`src/hdl/citp_pkg.sv`:
```
// Shared types, codes and decode tables for the card information tuple parser.
package citp_pkg;

    // Record kinds carried on the result channel
    typedef enum logic [2:0] {
        REC_HEADER = 3'd0,
        REC_DEVICE = 3'd1,
        REC_FUNC   = 3'd2,
        REC_CONFIG = 3'd3,
        REC_END    = 3'd4
    } rec_kind_t;

    // Tuple codes and special byte values
    localparam logic [7:0] CODE_END      = 8'hFF;
    localparam logic [7:0] CODE_DEVICE   = 8'h01;
    localparam logic [7:0] CODE_DEVICE_A = 8'h17;
    localparam logic [7:0] CODE_FUNCID   = 8'h21;
    localparam logic [7:0] CODE_CONFIG   = 8'h1A;
    localparam logic [7:0] LINK_LAST     = 8'hFF;
    localparam logic [7:0] DEV_ID_END    = 8'hFF;
    localparam logic [7:0] DEV_ID_NULL   = 8'h00;
    localparam logic [3:0] TYPE_EXT      = 4'hE;
    localparam logic [2:0] SPEED_EXT     = 3'h7;

    localparam int SPEED_W = 27;
    localparam int SIZE_W  = 29;

    // One result record
    typedef struct packed {
        rec_kind_t          kind;
        logic [7:0]         code;
        logic [7:0]         link;
        logic               attr;
        logic [7:0]         dev_type;
        logic [SPEED_W-1:0] speed;
        logic [SIZE_W-1:0]  size;
        logic [7:0]         func;
        logic [31:0]        base;
        logic [15:0]        mask;
        logic [7:0]         last;
    } citp_rec_t;

    // Values decoded from a single device-tuple byte
    typedef struct packed {
        logic [SPEED_W-1:0] std_speed;
        logic [SPEED_W-1:0] ext_speed;
        logic [SIZE_W-1:0]  size;
    } citp_dev_dec_t;

    // Standard speed code to nanoseconds
    function automatic logic [SPEED_W-1:0] speed_ns_of(input logic [2:0] code);
        logic [SPEED_W-1:0] ns;
        case (code)
            3'd1:    ns = SPEED_W'(250);
            3'd2:    ns = SPEED_W'(200);
            3'd3:    ns = SPEED_W'(150);
            3'd4:    ns = SPEED_W'(100);
            default: ns = '0;
        endcase
        return ns;
    endfunction

    // Extended speed mantissa, times ten
    function automatic logic [6:0] mant_of(input logic [3:0] m);
        logic [6:0] v;
        case (m)
            4'd1:    v = 7'd10;
            4'd2:    v = 7'd12;
            4'd3:    v = 7'd13;
            4'd4:    v = 7'd15;
            4'd5:    v = 7'd20;
            4'd6:    v = 7'd25;
            4'd7:    v = 7'd30;
            4'd8:    v = 7'd35;
            4'd9:    v = 7'd40;
            4'd10:   v = 7'd45;
            4'd11:   v = 7'd50;
            4'd12:   v = 7'd55;
            4'd13:   v = 7'd60;
            4'd14:   v = 7'd70;
            4'd15:   v = 7'd80;
            default: v = 7'd0;
        endcase
        return v;
    endfunction

    // Mantissa over ten, truncated, for the 1 ns exponent
    function automatic logic [3:0] mant_div10_of(input logic [3:0] m);
        logic [3:0] v;
        case (m)
            4'd1, 4'd2, 4'd3, 4'd4: v = 4'd1;
            4'd5, 4'd6:             v = 4'd2;
            4'd7, 4'd8:             v = 4'd3;
            4'd9, 4'd10:            v = 4'd4;
            4'd11, 4'd12:           v = 4'd5;
            4'd13:                  v = 4'd6;
            4'd14:                  v = 4'd7;
            4'd15:                  v = 4'd8;
            default:                v = 4'd0;
        endcase
        return v;
    endfunction

    // Exponent scale over ten, for exponents 1..7
    function automatic logic [19:0] exp_div10_of(input logic [2:0] e);
        logic [19:0] v;
        case (e)
            3'd1:    v = 20'd1;
            3'd2:    v = 20'd10;
            3'd3:    v = 20'd100;
            3'd4:    v = 20'd1000;
            3'd5:    v = 20'd10000;
            3'd6:    v = 20'd100000;
            3'd7:    v = 20'd1000000;
            default: v = 20'd0;
        endcase
        return v;
    endfunction

endpackage

```
`src/hdl/card_info_tuple_parser.sv`:
```
// Card information tuple parser: walks the tuple chain one byte per transaction.
// Path: an accepted byte passes the input register and then the result register, where
//   its record can be taken; a byte that yields no record leaves nothing.
// Throughput: one byte per cycle while the result side keeps taking records.
// Reset: asynchronous; clears the walk to expect a tuple code and empties both stages.
module card_info_tuple_parser (
    input  logic        clk,
    input  logic        rst_n,
    input  logic        item_valid,
    output logic        item_ready,
    input  logic [7:0]  cis_byte,
    input  logic        restart,
    output logic        rec_valid,
    input  logic        rec_ready,
    output logic [2:0]  rec_kind,
    output logic [7:0]  tuple_code,
    output logic [7:0]  link_len,
    output logic        attr_space,
    output logic [7:0]  device_type,
    output logic [26:0] speed_ns,
    output logic [28:0] size_bytes,
    output logic [7:0]  func_code,
    output logic [31:0] cfg_base,
    output logic [15:0] cfg_mask,
    output logic [7:0]  cfg_last
);
    import citp_pkg::*;

    typedef enum logic [3:0] {
        PH_CODE, PH_LINK, PH_SKIP, PH_DEV_ID, PH_DEV_NULLSIZE, PH_DEV_XSPEED,
        PH_DEV_AESPEED, PH_DEV_XTYPE, PH_DEV_SIZE, PH_FUNC, PH_CFG_SIZE,
        PH_CFG_LAST, PH_CFG_BASE, PH_CFG_MASK, PH_END_PENDING, PH_DONE
    } phase_t;

    // Input stage
    logic       in_valid_reg;
    logic [7:0] byte_reg;
    logic       restart_reg;

    // Parser state
    phase_t             phase_reg, phase_next;
    logic [7:0]         cur_code_reg, cur_code_next;
    logic [7:0]         body_left_reg, body_left_next;
    logic               last_tuple_reg, last_tuple_next;
    logic [4:0]         field_count_reg, field_count_next;
    logic [SPEED_W-1:0] speed_acc_reg, speed_acc_next;
    logic [7:0]         type_acc_reg, type_acc_next;
    logic [5:0]         size_codes_reg, size_codes_next;
    logic [31:0]        base_acc_reg, base_acc_next;
    logic [15:0]        mask_acc_reg, mask_acc_next;
    logic [7:0]         last_index_reg, last_index_next;

    // Result stage
    logic      out_valid_reg;
    logic      emit;
    citp_rec_t out_rec_reg, rec_next;

    logic          advance;
    logic          fire;
    logic [4:0]    fc_inc;
    logic [7:0]    body_dec;
    citp_dev_dec_t dev_dec;

    assign advance    = !out_valid_reg || rec_ready;
    assign fire       = in_valid_reg && advance;
    assign item_ready = !in_valid_reg || advance;

    citp_field_dec u_field_dec (
        .data (byte_reg),
        .dec  (dev_dec)
    );

    // Next-state and record decode for the registered byte
    always_comb
    begin
        phase_next       = phase_reg;
        cur_code_next    = cur_code_reg;
        body_left_next   = body_left_reg;
        last_tuple_next  = last_tuple_reg;
        field_count_next = field_count_reg;
        speed_acc_next   = speed_acc_reg;
        type_acc_next    = type_acc_reg;
        size_codes_next  = size_codes_reg;
        base_acc_next    = base_acc_reg;
        mask_acc_next    = mask_acc_reg;
        last_index_next  = last_index_reg;
        emit             = 1'b0;
        rec_next         = '0;
        fc_inc           = field_count_reg + 5'd1;
        body_dec         = body_left_reg - 8'd1;

        if (restart_reg)
        begin
            phase_next       = PH_CODE;
            cur_code_next    = '0;
            body_left_next   = '0;
            last_tuple_next  = 1'b0;
            field_count_next = '0;
            speed_acc_next   = '0;
            type_acc_next    = '0;
            size_codes_next  = '0;
            base_acc_next    = '0;
            mask_acc_next    = '0;
            last_index_next  = '0;
        end
        else
        begin
            case (phase_reg)
                PH_DONE:
                begin
                end
                PH_END_PENDING:
                begin
                    emit          = 1'b1;
                    rec_next.kind = REC_END;
                    rec_next.code = CODE_END;
                    phase_next    = PH_DONE;
                end
                PH_CODE:
                begin
                    if (byte_reg == CODE_END)
                    begin
                        emit          = 1'b1;
                        rec_next.kind = REC_END;
                        rec_next.code = CODE_END;
                        phase_next    = PH_DONE;
                    end
                    else
                    begin
                        cur_code_next = byte_reg;
                        phase_next    = PH_LINK;
                    end
                end
                PH_LINK:
                begin
                    emit             = 1'b1;
                    rec_next.kind    = REC_HEADER;
                    rec_next.code    = cur_code_reg;
                    rec_next.link    = byte_reg;
                    last_tuple_next  = (byte_reg == LINK_LAST);
                    body_left_next   = byte_reg;
                    field_count_next = '0;
                    if (byte_reg == 8'd0)
                        phase_next = PH_CODE;
                    else if (cur_code_reg == CODE_DEVICE || cur_code_reg == CODE_DEVICE_A)
                        phase_next = PH_DEV_ID;
                    else if (cur_code_reg == CODE_FUNCID)
                        phase_next = PH_FUNC;
                    else if (cur_code_reg == CODE_CONFIG)
                        phase_next = PH_CFG_SIZE;
                    else
                        phase_next = PH_SKIP;
                end
                default:
                begin
                    // Body bytes
                    case (phase_reg)
                        PH_DEV_ID:
                        begin
                            if (byte_reg == DEV_ID_END)
                            begin
                                phase_next = PH_SKIP;
                            end
                            else if (byte_reg == DEV_ID_NULL)
                            begin
                                phase_next = PH_DEV_NULLSIZE;
                            end
                            else
                            begin
                                type_acc_next = {4'b0, byte_reg[7:4]};
                                if (byte_reg[2:0] == SPEED_EXT)
                                begin
                                    phase_next = PH_DEV_XSPEED;
                                end
                                else
                                begin
                                    speed_acc_next = dev_dec.std_speed;
                                    phase_next = (byte_reg[7:4] == TYPE_EXT) ?
                                                 PH_DEV_XTYPE : PH_DEV_SIZE;
                                end
                            end
                        end
                        PH_DEV_NULLSIZE:
                        begin
                            phase_next = PH_DEV_ID;
                        end
                        PH_DEV_XSPEED:
                        begin
                            if (byte_reg[7])
                            begin
                                speed_acc_next = '0;
                                phase_next     = PH_DEV_AESPEED;
                            end
                            else
                            begin
                                speed_acc_next = dev_dec.ext_speed;
                                phase_next = (type_acc_reg == {4'b0, TYPE_EXT}) ?
                                             PH_DEV_XTYPE : PH_DEV_SIZE;
                            end
                        end
                        PH_DEV_AESPEED:
                        begin
                            phase_next = (type_acc_reg == {4'b0, TYPE_EXT}) ?
                                         PH_DEV_XTYPE : PH_DEV_SIZE;
                        end
                        PH_DEV_XTYPE:
                        begin
                            type_acc_next = byte_reg;
                            phase_next    = PH_DEV_SIZE;
                        end
                        PH_DEV_SIZE:
                        begin
                            emit              = 1'b1;
                            rec_next.kind     = REC_DEVICE;
                            rec_next.code     = cur_code_reg;
                            rec_next.attr     = (cur_code_reg == CODE_DEVICE_A);
                            rec_next.dev_type = type_acc_reg;
                            rec_next.speed    = speed_acc_reg;
                            rec_next.size     = dev_dec.size;
                            phase_next        = PH_DEV_ID;
                        end
                        PH_FUNC:
                        begin
                            emit          = 1'b1;
                            rec_next.kind = REC_FUNC;
                            rec_next.code = cur_code_reg;
                            rec_next.func = byte_reg;
                            phase_next    = PH_SKIP;
                        end
                        PH_CFG_SIZE:
                        begin
                            size_codes_next = byte_reg[5:0];
                            phase_next      = PH_CFG_LAST;
                        end
                        PH_CFG_LAST:
                        begin
                            last_index_next  = byte_reg;
                            base_acc_next    = '0;
                            mask_acc_next    = '0;
                            field_count_next = '0;
                            phase_next       = PH_CFG_BASE;
                        end
                        PH_CFG_BASE:
                        begin
                            base_acc_next = base_acc_reg |
                                ({24'b0, byte_reg} << {field_count_reg[1:0], 3'b0});
                            field_count_next = fc_inc;
                            if (fc_inc >= ({3'b0, size_codes_reg[1:0]} + 5'd1))
                            begin
                                field_count_next = '0;
                                phase_next       = PH_CFG_MASK;
                            end
                        end
                        PH_CFG_MASK:
                        begin
                            if (field_count_reg < 5'd2)
                            begin
                                mask_acc_next = mask_acc_reg |
                                    (field_count_reg[0] ? {byte_reg, 8'b0} : {8'b0, byte_reg});
                            end
                            field_count_next = fc_inc;
                            if (fc_inc >= ({1'b0, size_codes_reg[5:2]} + 5'd1))
                            begin
                                emit             = 1'b1;
                                rec_next.kind    = REC_CONFIG;
                                rec_next.code    = cur_code_reg;
                                rec_next.base    = base_acc_reg;
                                rec_next.mask    = (field_count_reg < 5'd2) ?
                                    (mask_acc_reg | (field_count_reg[0] ?
                                        {byte_reg, 8'b0} : {8'b0, byte_reg})) :
                                    mask_acc_reg;
                                rec_next.last    = last_index_reg;
                                field_count_next = '0;
                                phase_next       = PH_SKIP;
                            end
                        end
                        default:
                        begin
                        end
                    endcase

                    // Every body byte counts against the link length
                    body_left_next = body_dec;
                    if (body_dec == 8'd0)
                    begin
                        phase_next = last_tuple_reg ? PH_END_PENDING : PH_CODE;
                    end
                end
            endcase
        end
    end

    // Input register
    always_ff @(posedge clk or negedge rst_n)
    begin
        if (!rst_n)
        begin
            in_valid_reg <= 1'b0;
        end
        else if (item_ready)
        begin
            in_valid_reg <= item_valid;
        end
    end

    always_ff @(posedge clk)
    begin
        if (item_ready && item_valid)
        begin
            byte_reg    <= cis_byte;
            restart_reg <= restart;
        end
    end

    // Parser state and result register
    always_ff @(posedge clk or negedge rst_n)
    begin
        if (!rst_n)
        begin
            phase_reg       <= PH_CODE;
            cur_code_reg    <= '0;
            body_left_reg   <= '0;
            last_tuple_reg  <= 1'b0;
            field_count_reg <= '0;
            speed_acc_reg   <= '0;
            type_acc_reg    <= '0;
            size_codes_reg  <= '0;
            base_acc_reg    <= '0;
            mask_acc_reg    <= '0;
            last_index_reg  <= '0;
            out_valid_reg   <= 1'b0;
        end
        else if (advance)
        begin
            out_valid_reg <= fire && emit;
            if (fire)
            begin
                phase_reg       <= phase_next;
                cur_code_reg    <= cur_code_next;
                body_left_reg   <= body_left_next;
                last_tuple_reg  <= last_tuple_next;
                field_count_reg <= field_count_next;
                speed_acc_reg   <= speed_acc_next;
                type_acc_reg    <= type_acc_next;
                size_codes_reg  <= size_codes_next;
                base_acc_reg    <= base_acc_next;
                mask_acc_reg    <= mask_acc_next;
                last_index_reg  <= last_index_next;
            end
        end
    end

    always_ff @(posedge clk)
    begin
        if (fire && emit)
        begin
            out_rec_reg <= rec_next;
        end
    end

    // Result ports
    assign rec_valid   = out_valid_reg;
    assign rec_kind    = out_rec_reg.kind;
    assign tuple_code  = out_rec_reg.code;
    assign link_len    = out_rec_reg.link;
    assign attr_space  = out_rec_reg.attr;
    assign device_type = out_rec_reg.dev_type;
    assign speed_ns    = out_rec_reg.speed;
    assign size_bytes  = out_rec_reg.size;
    assign func_code   = out_rec_reg.func;
    assign cfg_base    = out_rec_reg.base;
    assign cfg_mask    = out_rec_reg.mask;
    assign cfg_last    = out_rec_reg.last;

    // A free result slot never blocks the input side
    a_ready_when_free: assert property (@(posedge clk) disable iff (!rst_n)
        !out_valid_reg |-> item_ready)
        else $error("input stalled with empty result register");

    // Once the chain has ended, bytes produce no records
    a_done_silent: assert property (@(posedge clk) disable iff (!rst_n)
        (fire && phase_reg == PH_DONE) |=> !rec_valid)
        else $error("record emitted after chain end");

    // Device records only come from device tuples
    a_dev_code: assert property (@(posedge clk) disable iff (!rst_n)
        (rec_valid && rec_kind == REC_DEVICE) |->
        (tuple_code == CODE_DEVICE || tuple_code == CODE_DEVICE_A))
        else $error("device record from a non-device tuple");

    // Chain end records carry the end code and no link
    a_end_fields: assert property (@(posedge clk) disable iff (!rst_n)
        (rec_valid && rec_kind == REC_END) |-> (tuple_code == CODE_END && link_len == 8'd0))
        else $error("malformed chain end record");

endmodule

```
`src/hdl/citp_field_dec.sv`:
```
// Device-tuple byte decode: standard speed, extended speed and device size.
module citp_field_dec (
    input  logic [7:0]             data,
    output citp_pkg::citp_dev_dec_t dec
);
    import citp_pkg::*;

    logic [6:0]         mant;
    logic [19:0]        scale;
    logic [SPEED_W-1:0] ext_prod;
    logic [5:0]         units;

    // Extended speed: mantissa * 10^exp / 10, exact above exponent zero
    always_comb
    begin
        mant     = mant_of(data[6:3]);
        scale    = exp_div10_of(data[2:0]);
        ext_prod = {20'b0, mant} * {7'b0, scale};
    end

    // Size: (units + 1) * 512 * 4^scale
    always_comb
    begin
        units = {1'b0, data[7:3]} + 6'd1;
    end

    always_comb
    begin
        dec.std_speed = speed_ns_of(data[2:0]);
        if (data[2:0] == 3'd0)
        begin
            dec.ext_speed = {23'b0, mant_div10_of(data[6:3])};
        end
        else
        begin
            dec.ext_speed = ext_prod;
        end
        dec.size = SIZE_W'({units, 9'b0}) << {data[2:0], 1'b0};
    end

endmodule
```
`config.mk`:
```
export PLATFORM = sky130hd
export DESIGN_NAME = card_info_tuple_parser
export DESIGN_NICKNAME = d
export VERILOG_FILES = /design/src/hdl/citp_pkg.sv /design/src/hdl/card_info_tuple_parser.sv /design/src/hdl/citp_field_dec.sv
export SDC_FILE = /design/constraint.sdc
export NUM_CORES = 1
export LEC_CHECK = 0
export ABC_CLOCK_PERIOD_IN_PS = 39300
export BUFFER_PORTS_ARGS = -buffer_cell sky130_fd_sc_hd__clkbuf_2
export CAP_MARGIN = 15
export CORE_ASPECT_RATIO = 0.8
export CORE_MARGIN = 8
export CORE_UTILIZATION = 35
export DETAILED_ROUTE_END_ITERATION = 6
export PLACE_DENSITY = 0.6
export SYNTH_ARGS = -nofsm -noshare
export SYNTH_HDL_FRONTEND = slang
export SYNTH_SLANG_ARGS = --single-unit
```
`constraint.sdc`:
```
create_clock -name clk -period 39.3 [get_ports clk]
set_clock_uncertainty 0.1 [all_clocks]
set_input_delay 3.93 -clock clk [delete_from_list [all_inputs] [get_ports clk]]
set_output_delay 3.93 -clock clk [all_outputs]
set_load 0.1 [all_outputs]
```
Word-level counts from Yosys, hierarchy flattened
Memory sizes are Yosys's and may differ from the RTL's. A register that Yosys moved wholly into a read port is not among the register bits.
Index checks and enable logic that the tools add are counted.

storage, ports and cells
  register bits = 282
  memory bits (read-only) = 176
  output and inout bits = 150
  memories = 2

cells by class
  add/subtract/negate cells = 5
  multiply operators = 1
  order comparisons = 3
  equal/unequal tests = 37
  shift-type cells = 2
  multiplexer cells = 70
  bitwise logic cells = 7
  reductions and logical operators = 42

memories
  name             words  bits a word  rd ports  clocked after memory_dff  write ports  RTL line        RTL
  (no name shown)  16     7            1         1                         0            citp_pkg.sv:66  case (m)
  (no name shown)  16     4            1         1                         0            citp_pkg.sv:90  case (m)

operators with widths
  cell                                           count
  2-to-1 mux 27 bit                              7
  one-hot mux 20 bit (7 select lines)            1
  2-to-1 mux 8 bit                               11
  2-to-1 mux 4 bit                               18
  2-to-1 mux 16 bit                              4
  2-to-1 mux 32 bit                              2
  one-hot mux 32 bit (2 select lines)            1
  one-hot mux 27 bit (2 select lines)            1
  one-hot mux 11 bit (4 select lines)            1
  one-hot mux 4 bit (10 select lines)            1
  == test 4 bit, second input constant           9
  bitwise OR 32 bit                              1
  one-hot mux 16 bit (2 select lines)            1
  one-hot mux 8 bit (2 select lines)             2
  one-hot mux 8 bit (4 select lines)             1
  left shift 8 x 5 -> 32 bit                     1
  one-hot mux 10 bit (3 select lines)            1
  left shift 15 x 4 -> 29 bit                    1
  multiplier 7 x 20 -> 27 bit                    1
  AND reduction 4 bit                            6
  2-to-1 mux 6 bit                               3
  == test 4 x 3 -> 1 bit, second input constant  4
  == test 8 x 5 -> 1 bit, second input constant  2
  zero test 8 bit                                2
  49 further kinds                               85

Depth between registers and ports, before layout
  depth after elaboration = 9
  depth in mapped cells = 22
  gate-level depth less buffers = 20

Modules after synthesis
Synthesis repeated with hierarchy kept, for this count alone.

second synthesis, totals
  cells, all modules = 1,788
  area total of the unflattened synthesis = 17,461.7 µm²

by module, submodules not included
  module                  instances  cells an instance  area an instance (µm²)  seq. area each (µm²)
  card_info_tuple_parser  1          1,084              12,351.8                7,842.5
  citp_field_dec          1          704                5,109.9                 0.0

Worst setup path after synthesis
OpenSTA, ideal clock, no wires.

  kind = input -> register
  start point = input rec_ready
  end point = register out_rec_reg, in the netlist attr_space, enable pin
  library setup time = 1.383 ns
  arrival time = 25.994 ns
  required time = 37.817 ns
  setup slack = 11.823 ns
  cell stages on the path = 4
  cells stage by stage = nand2b_1 nand2_1 clkbuf_1 a2111oi_0

on the way
  cells in the longest elaborated chain, start to end = 3

RTL lines
  item                  RTL line                       RTL
  start, declared       card_info_tuple_parser.sv:14   input logic rec_ready,
  logical OR 1 bit      card_info_tuple_parser.sv:64   assign advance = !out_valid_reg || rec_ready;
  logical AND 1 bit     card_info_tuple_parser.sv:65   assign fire = in_valid_reg && advance;
  logical AND 1 bit     card_info_tuple_parser.sv:355  if (fire && emit)
  end signal, assigned  card_info_tuple_parser.sv:357  out_rec_reg <= rec_next;
  end, declared         card_info_tuple_parser.sv:56   citp_rec_t out_rec_reg, rec_next;

Every way passes these cells.
A chain may end at the register's enable or synchronous reset.

Worst setup path after layout
  start point = input rec_ready
  end point = output item_ready

on the way
  cells in the longest elaborated chain, start to end = 2

RTL lines
  item              RTL line                      RTL
  logical OR 1 bit  card_info_tuple_parser.sv:64
  logical OR 1 bit  card_info_tuple_parser.sv:66  assign item_ready = !in_valid_reg || advance;
  end, declared     card_info_tuple_parser.sv:10  output logic item_ready,

Every way passes these cells.

==> flow_results.org <==
** Job
- Maximum Capacitance Violations :: 0

** Final layout
- In the final layout, the share of cells above drive strength 1 is roughly 15%.
- From synthesis to final layout, the design area changed by 14.6%.
- Leading cell type in the layout, fill and taps excluded :: sky130_fd_sc_hd__nor2_1
- Final cell area excluding filler cells :: roughly 19000 sq um
- Once layout is complete, the utilization of the core stands at about 40%.
- Leaving out fill and tap cells, the most frequent cells in the layout are 168 x sky130_fd_sc_hd__nor2_1, 155 x sky130_fd_sc_hd__nand2_1, 152 x sky130_fd_sc_hd__clkbuf_2, 148 x sky130_fd_sc_hd__edfxtp_1.
- Number of nets in the final layout :: between 1500 and 2000
- The count of cells in the finished layout, fillers not included, comes to 2387.
- Counting the fill cells in the layout gives between 4000 and 5000.

** CTS
- TritonCTS clock tree :: built
- Clock-pin slew was measured on the worst setup and hold paths at around 60 ps.
- Post-CTS Setup Inserts :: 0
- Post-CTS sizing :: 0
- Counting along the longest clock path gives a buffer depth of 3.
- Buffers inserted during clock tree synthesis total 31.
- Clock network latency to the later pin of the worst-skew pair :: slightly below 600 ps
- H-Tree Level Count :: 1
- Hold-fix buffers at CTS :: 0
- Clock sink count :: around 280
- The tree is rooted in a sky130_fd_sc_hd__clkbuf_16.

** Detailed routing
- Final routed wirelength across all metal layers :: ~44 mm
- Detailed-route vias per instance :: 5.18
- The first routing iteration left between 900 and 1000 violations.
- The routed layout has between 10000 and 15000 vias.
- DRT Pass-1 Iters :: 6
- Routed wire length per instance :: about 19 microns
- In the routed design, unresolved DRC markers number 0.
- Antenna violation net count after detailed routing :: 0

** Global route
- Global routing consumed, on the met2 layer, 25.6% of the routing resources.
- Overall routing resource usage :: between 15 and 20%
- Number of antenna violations at the first check in global routing :: 6
- Most used routing layer in global routing :: met2
- Met3 track demand over resource :: about 2.6%
- Global-route wire length before repair :: about 70 mm
- Global routing used between 20% and 30% of the available met1 tracks.
- Largest net degree at the start of global routing :: 93
- The total overflow left after global routing is 0.
- Vias in the first global route :: between 10000 and 15000

** Placement
- After detailed placement, the total cell area comes to around 18000 sq um.
- The congestion estimate from routability-driven global placement came to 0.898.
- OpenSTA, run right after detailed placement, puts the worst setup slack at just over 30000 ps.
- HPWL Detailed :: 32.2 mm
- After detailed placement, the design holds a cell count of between 2000 and 2500.
- Input and output buffers added on the ports amount to between 150 and 200.

** Power and ir drop
- Total power for the finished layout comes to 1.25 mW.
- In this run, the combinational gates consume 43.5% of the power.
- VDD IR max :: between 40 and 50 uV
- Sequential cell fraction of total power :: between 30% and 40%
- Internal Power :: 0.677 mW
- Leakage power :: between 8 and 9 nW
- Cell Pwr Density :: approximately 66 nW/um^2
- For this design the total switching power over the nets is between 0.5 and 0.6 mW.
- The clock network is responsible for between 20% and 30% of the overall power.
- Net switching is ~46% of the power.

** Synthesis
- Sequential elements use between 40% and 50% of the synthesized area.
- During synthesis, Yosys emitted a total of 0 warnings.
- After technology mapping, the gate count stands at between 1500 and 2000.
- Counting flops with an async set or reset pin after synthesis yields a share of 44.0%.
- Summing every instance area after synthesis gives roughly 17000 sq um.
- Synthesis instantiated between 60 and 70 different standard cells from the library.
- Counting flops and latches in the post-synthesis netlist gives roughly 280.
- The most used flip-flop cell after synthesis is sky130_fd_sc_hd__edfxtp_1.
- A synthesized cell averages roughly 10 sq um.
- EDFF count, synth :: approximately 150

** Setup path
- Critical Path Source Type :: primary input
- Data arrival time at the worst-slack endpoint :: ~4700 ps
- The setup check on the worst reg-to-reg path leaves a slack of ~33000 ps.
- STA classifies the critical path endpoint as a primary output.
- Path type of the worst setup path :: primary input to primary output
- Of all nets on the critical path, the largest fanout is 3.
- Worst path required time :: roughly 35000 ps

** Timing
- For this run, the top clock speed supported by timing is between 100 and 150 MHz.
- The final critical path takes up between 20% and 30% of the cycle.
- Number of failing hold endpoints at the final stage :: 0
- Slew of the pin with the lowest slew margin :: roughly 1100 ps
- Hold slack final :: about 370 ps
- Setup violations remaining at the end of the flow were counted as 0.
- The final number of max-transition violations came to 0.
- RSZ-0062 raised after global routing :: false
- Adding up every negative setup slack in the final design gives 0 ps.
- The worst path needs slightly below 9000 ps of the cycle, external delays included.
- Worst slew margin relative to its limit :: between 20 and 25%
- Worst setup margin :: 30620 ps

** Worst hold path
- The tightest min-delay check is of the flop to flop type.

** Floorplan
- Total I/O pin count :: 163
- From left edge to right edge, the die measures roughly 260 microns.
- Die ar. :: about 54000 sq um
- Measured along the y axis, the die boundary spans 210 microns.
- In this run the standard cell core region covers 46800 sq um.
- Row generation in the floorplan step produced between 70 and 80 rows.
- For this configuration, the core starts out at a cell density of a little over a third.

** Status
- The flow ran to the end, and the final reports show no timing, DRC or antenna violations.
[metal layers]
| layer | vias to the layer above | share of wire (%) |
|---|---|---|
| li1 | 5840 | - |
| met1 | 6057 | 44 |
| met2 | 409 | 47 |
| met3 | 63 | 6.9 |
| met4 | 4 | 2.0 |
| met5 | - | 0.057 |
[layout make-up]
cell class	instances	area [sq um]	share of cell area (%)
Sequential cell	284	7790	41.2
Inverter	127	477	2.52
Timing Repair Buffer	177	968	5.12
Multi-Input combinational cell	1118	7870	41.6
Clock inverter	13	140	0.740
Clock buffer	45	890	4.70
Tap cell	620	776	4.10
Antenna cell	3	7.51	0.0397
[power by group through the flow]
stage / clock, mW / sequential (mW) / combinational [mW]
CTS: 0.295 / 0.421 / 0.544
finish: 0.289 / 0.420 / 0.545
floorplan: 0 / 0.614 / 0.268
detailed placement: 0 / 0.426 / 0.542
global route: 0.306 / 0.427 / 0.590
global placement: 0 / 0.425 / 0.538
[logic make-up (layout without fill, tap and decap cells)]
logic type,after synthesis,after routing,share of synthesized area [%]
muxes,18,18,1.18
other,1,12,0.0227
buffers and inverters,227,362,5.54
and+or+nand+nor,574,574,16.7
adders and majority gates,153,153,15.0
xor gates and xnor gates,39,39,2.07
DFF,284,284,47.2
AOI/OAI and AO/OA,325,325,12.3
[critical path, stage by stage]
cell and delay, ps:
sky130_fd_sc_hd__clkbuf_2 80, sky130_fd_sc_hd__inv_1 40, sky130_fd_sc_hd__nand3_1 110, sky130_fd_sc_hd__clkbuf_2 470
[synth_stat cells, types with 10 or more instances]
master / n / area (sq um)
sky130_fd_sc_hd__and2_1: 65 / 407
sky130_fd_sc_hd__a31oi_1: 45 / 282
sky130_fd_sc_hd__edfxtp_1: 148 / 4440
sky130_fd_sc_hd__ha_1: 79 / 988
sky130_fd_sc_hd__a21oi_1: 81 / 405
sky130_fd_sc_hd__a21o_1: 17 / 128
sky130_fd_sc_hd__o21ai_2: 10 / 87.6
sky130_fd_sc_hd__dfrtp_1: 125 / 3130
sky130_fd_sc_hd__nor2_1: 169 / 634
sky130_fd_sc_hd__fa_1: 74 / 1480
sky130_fd_sc_hd__inv_1: 125 / 469
sky130_fd_sc_hd__mux2i_1: 15 / 150
sky130_fd_sc_hd__buf_2: 16 / 80.1
sky130_fd_sc_hd__or2_2: 10 / 62.6
sky130_fd_sc_hd__o31ai_1: 23 / 173
sky130_fd_sc_hd__nor2b_1: 24 / 150
sky130_fd_sc_hd__o21ai_0: 81 / 405
sky130_fd_sc_hd__clkbuf_1: 71 / 267
sky130_fd_sc_hd__dfxtp_1: 11 / 220
sky130_fd_sc_hd__nor4_1: 10 / 62.6
sky130_fd_sc_hd__and3_1: 53 / 332
sky130_fd_sc_hd__nand3_1: 26 / 130
sky130_fd_sc_hd__xor2_1: 16 / 140
sky130_fd_sc_hd__nor3_1: 23 / 115
sky130_fd_sc_hd__xnor2_1: 23 / 201
sky130_fd_sc_hd__nand2_1: 155 / 582
[worst paths after layout]
check / startpoint / end / cells past startpoint
worst max-delay path: rec_ready / item_ready / 4
worst min-delay path: last_index_reg[3]$_DFFE_PN0P_ / last_index_reg[3]$_DFFE_PN0P_ / 2
worst max register to register: byte_reg[0]$_DFFE_PP_ / speed_acc_reg[26]$_DFFE_PN0P_ / 19
worst min register to register: last_index_reg[3]$_DFFE_PN0P_ / last_index_reg[3]$_DFFE_PN0P_ / 2
max in group asynchronous: rst_n / mask_acc_reg[11]$_DFFE_PN0P_ / 2
min in group asynchronous: rst_n / body_left_reg[4]$_DFFE_PN0P_ / 1
Power figures use the tool's default switching activity.
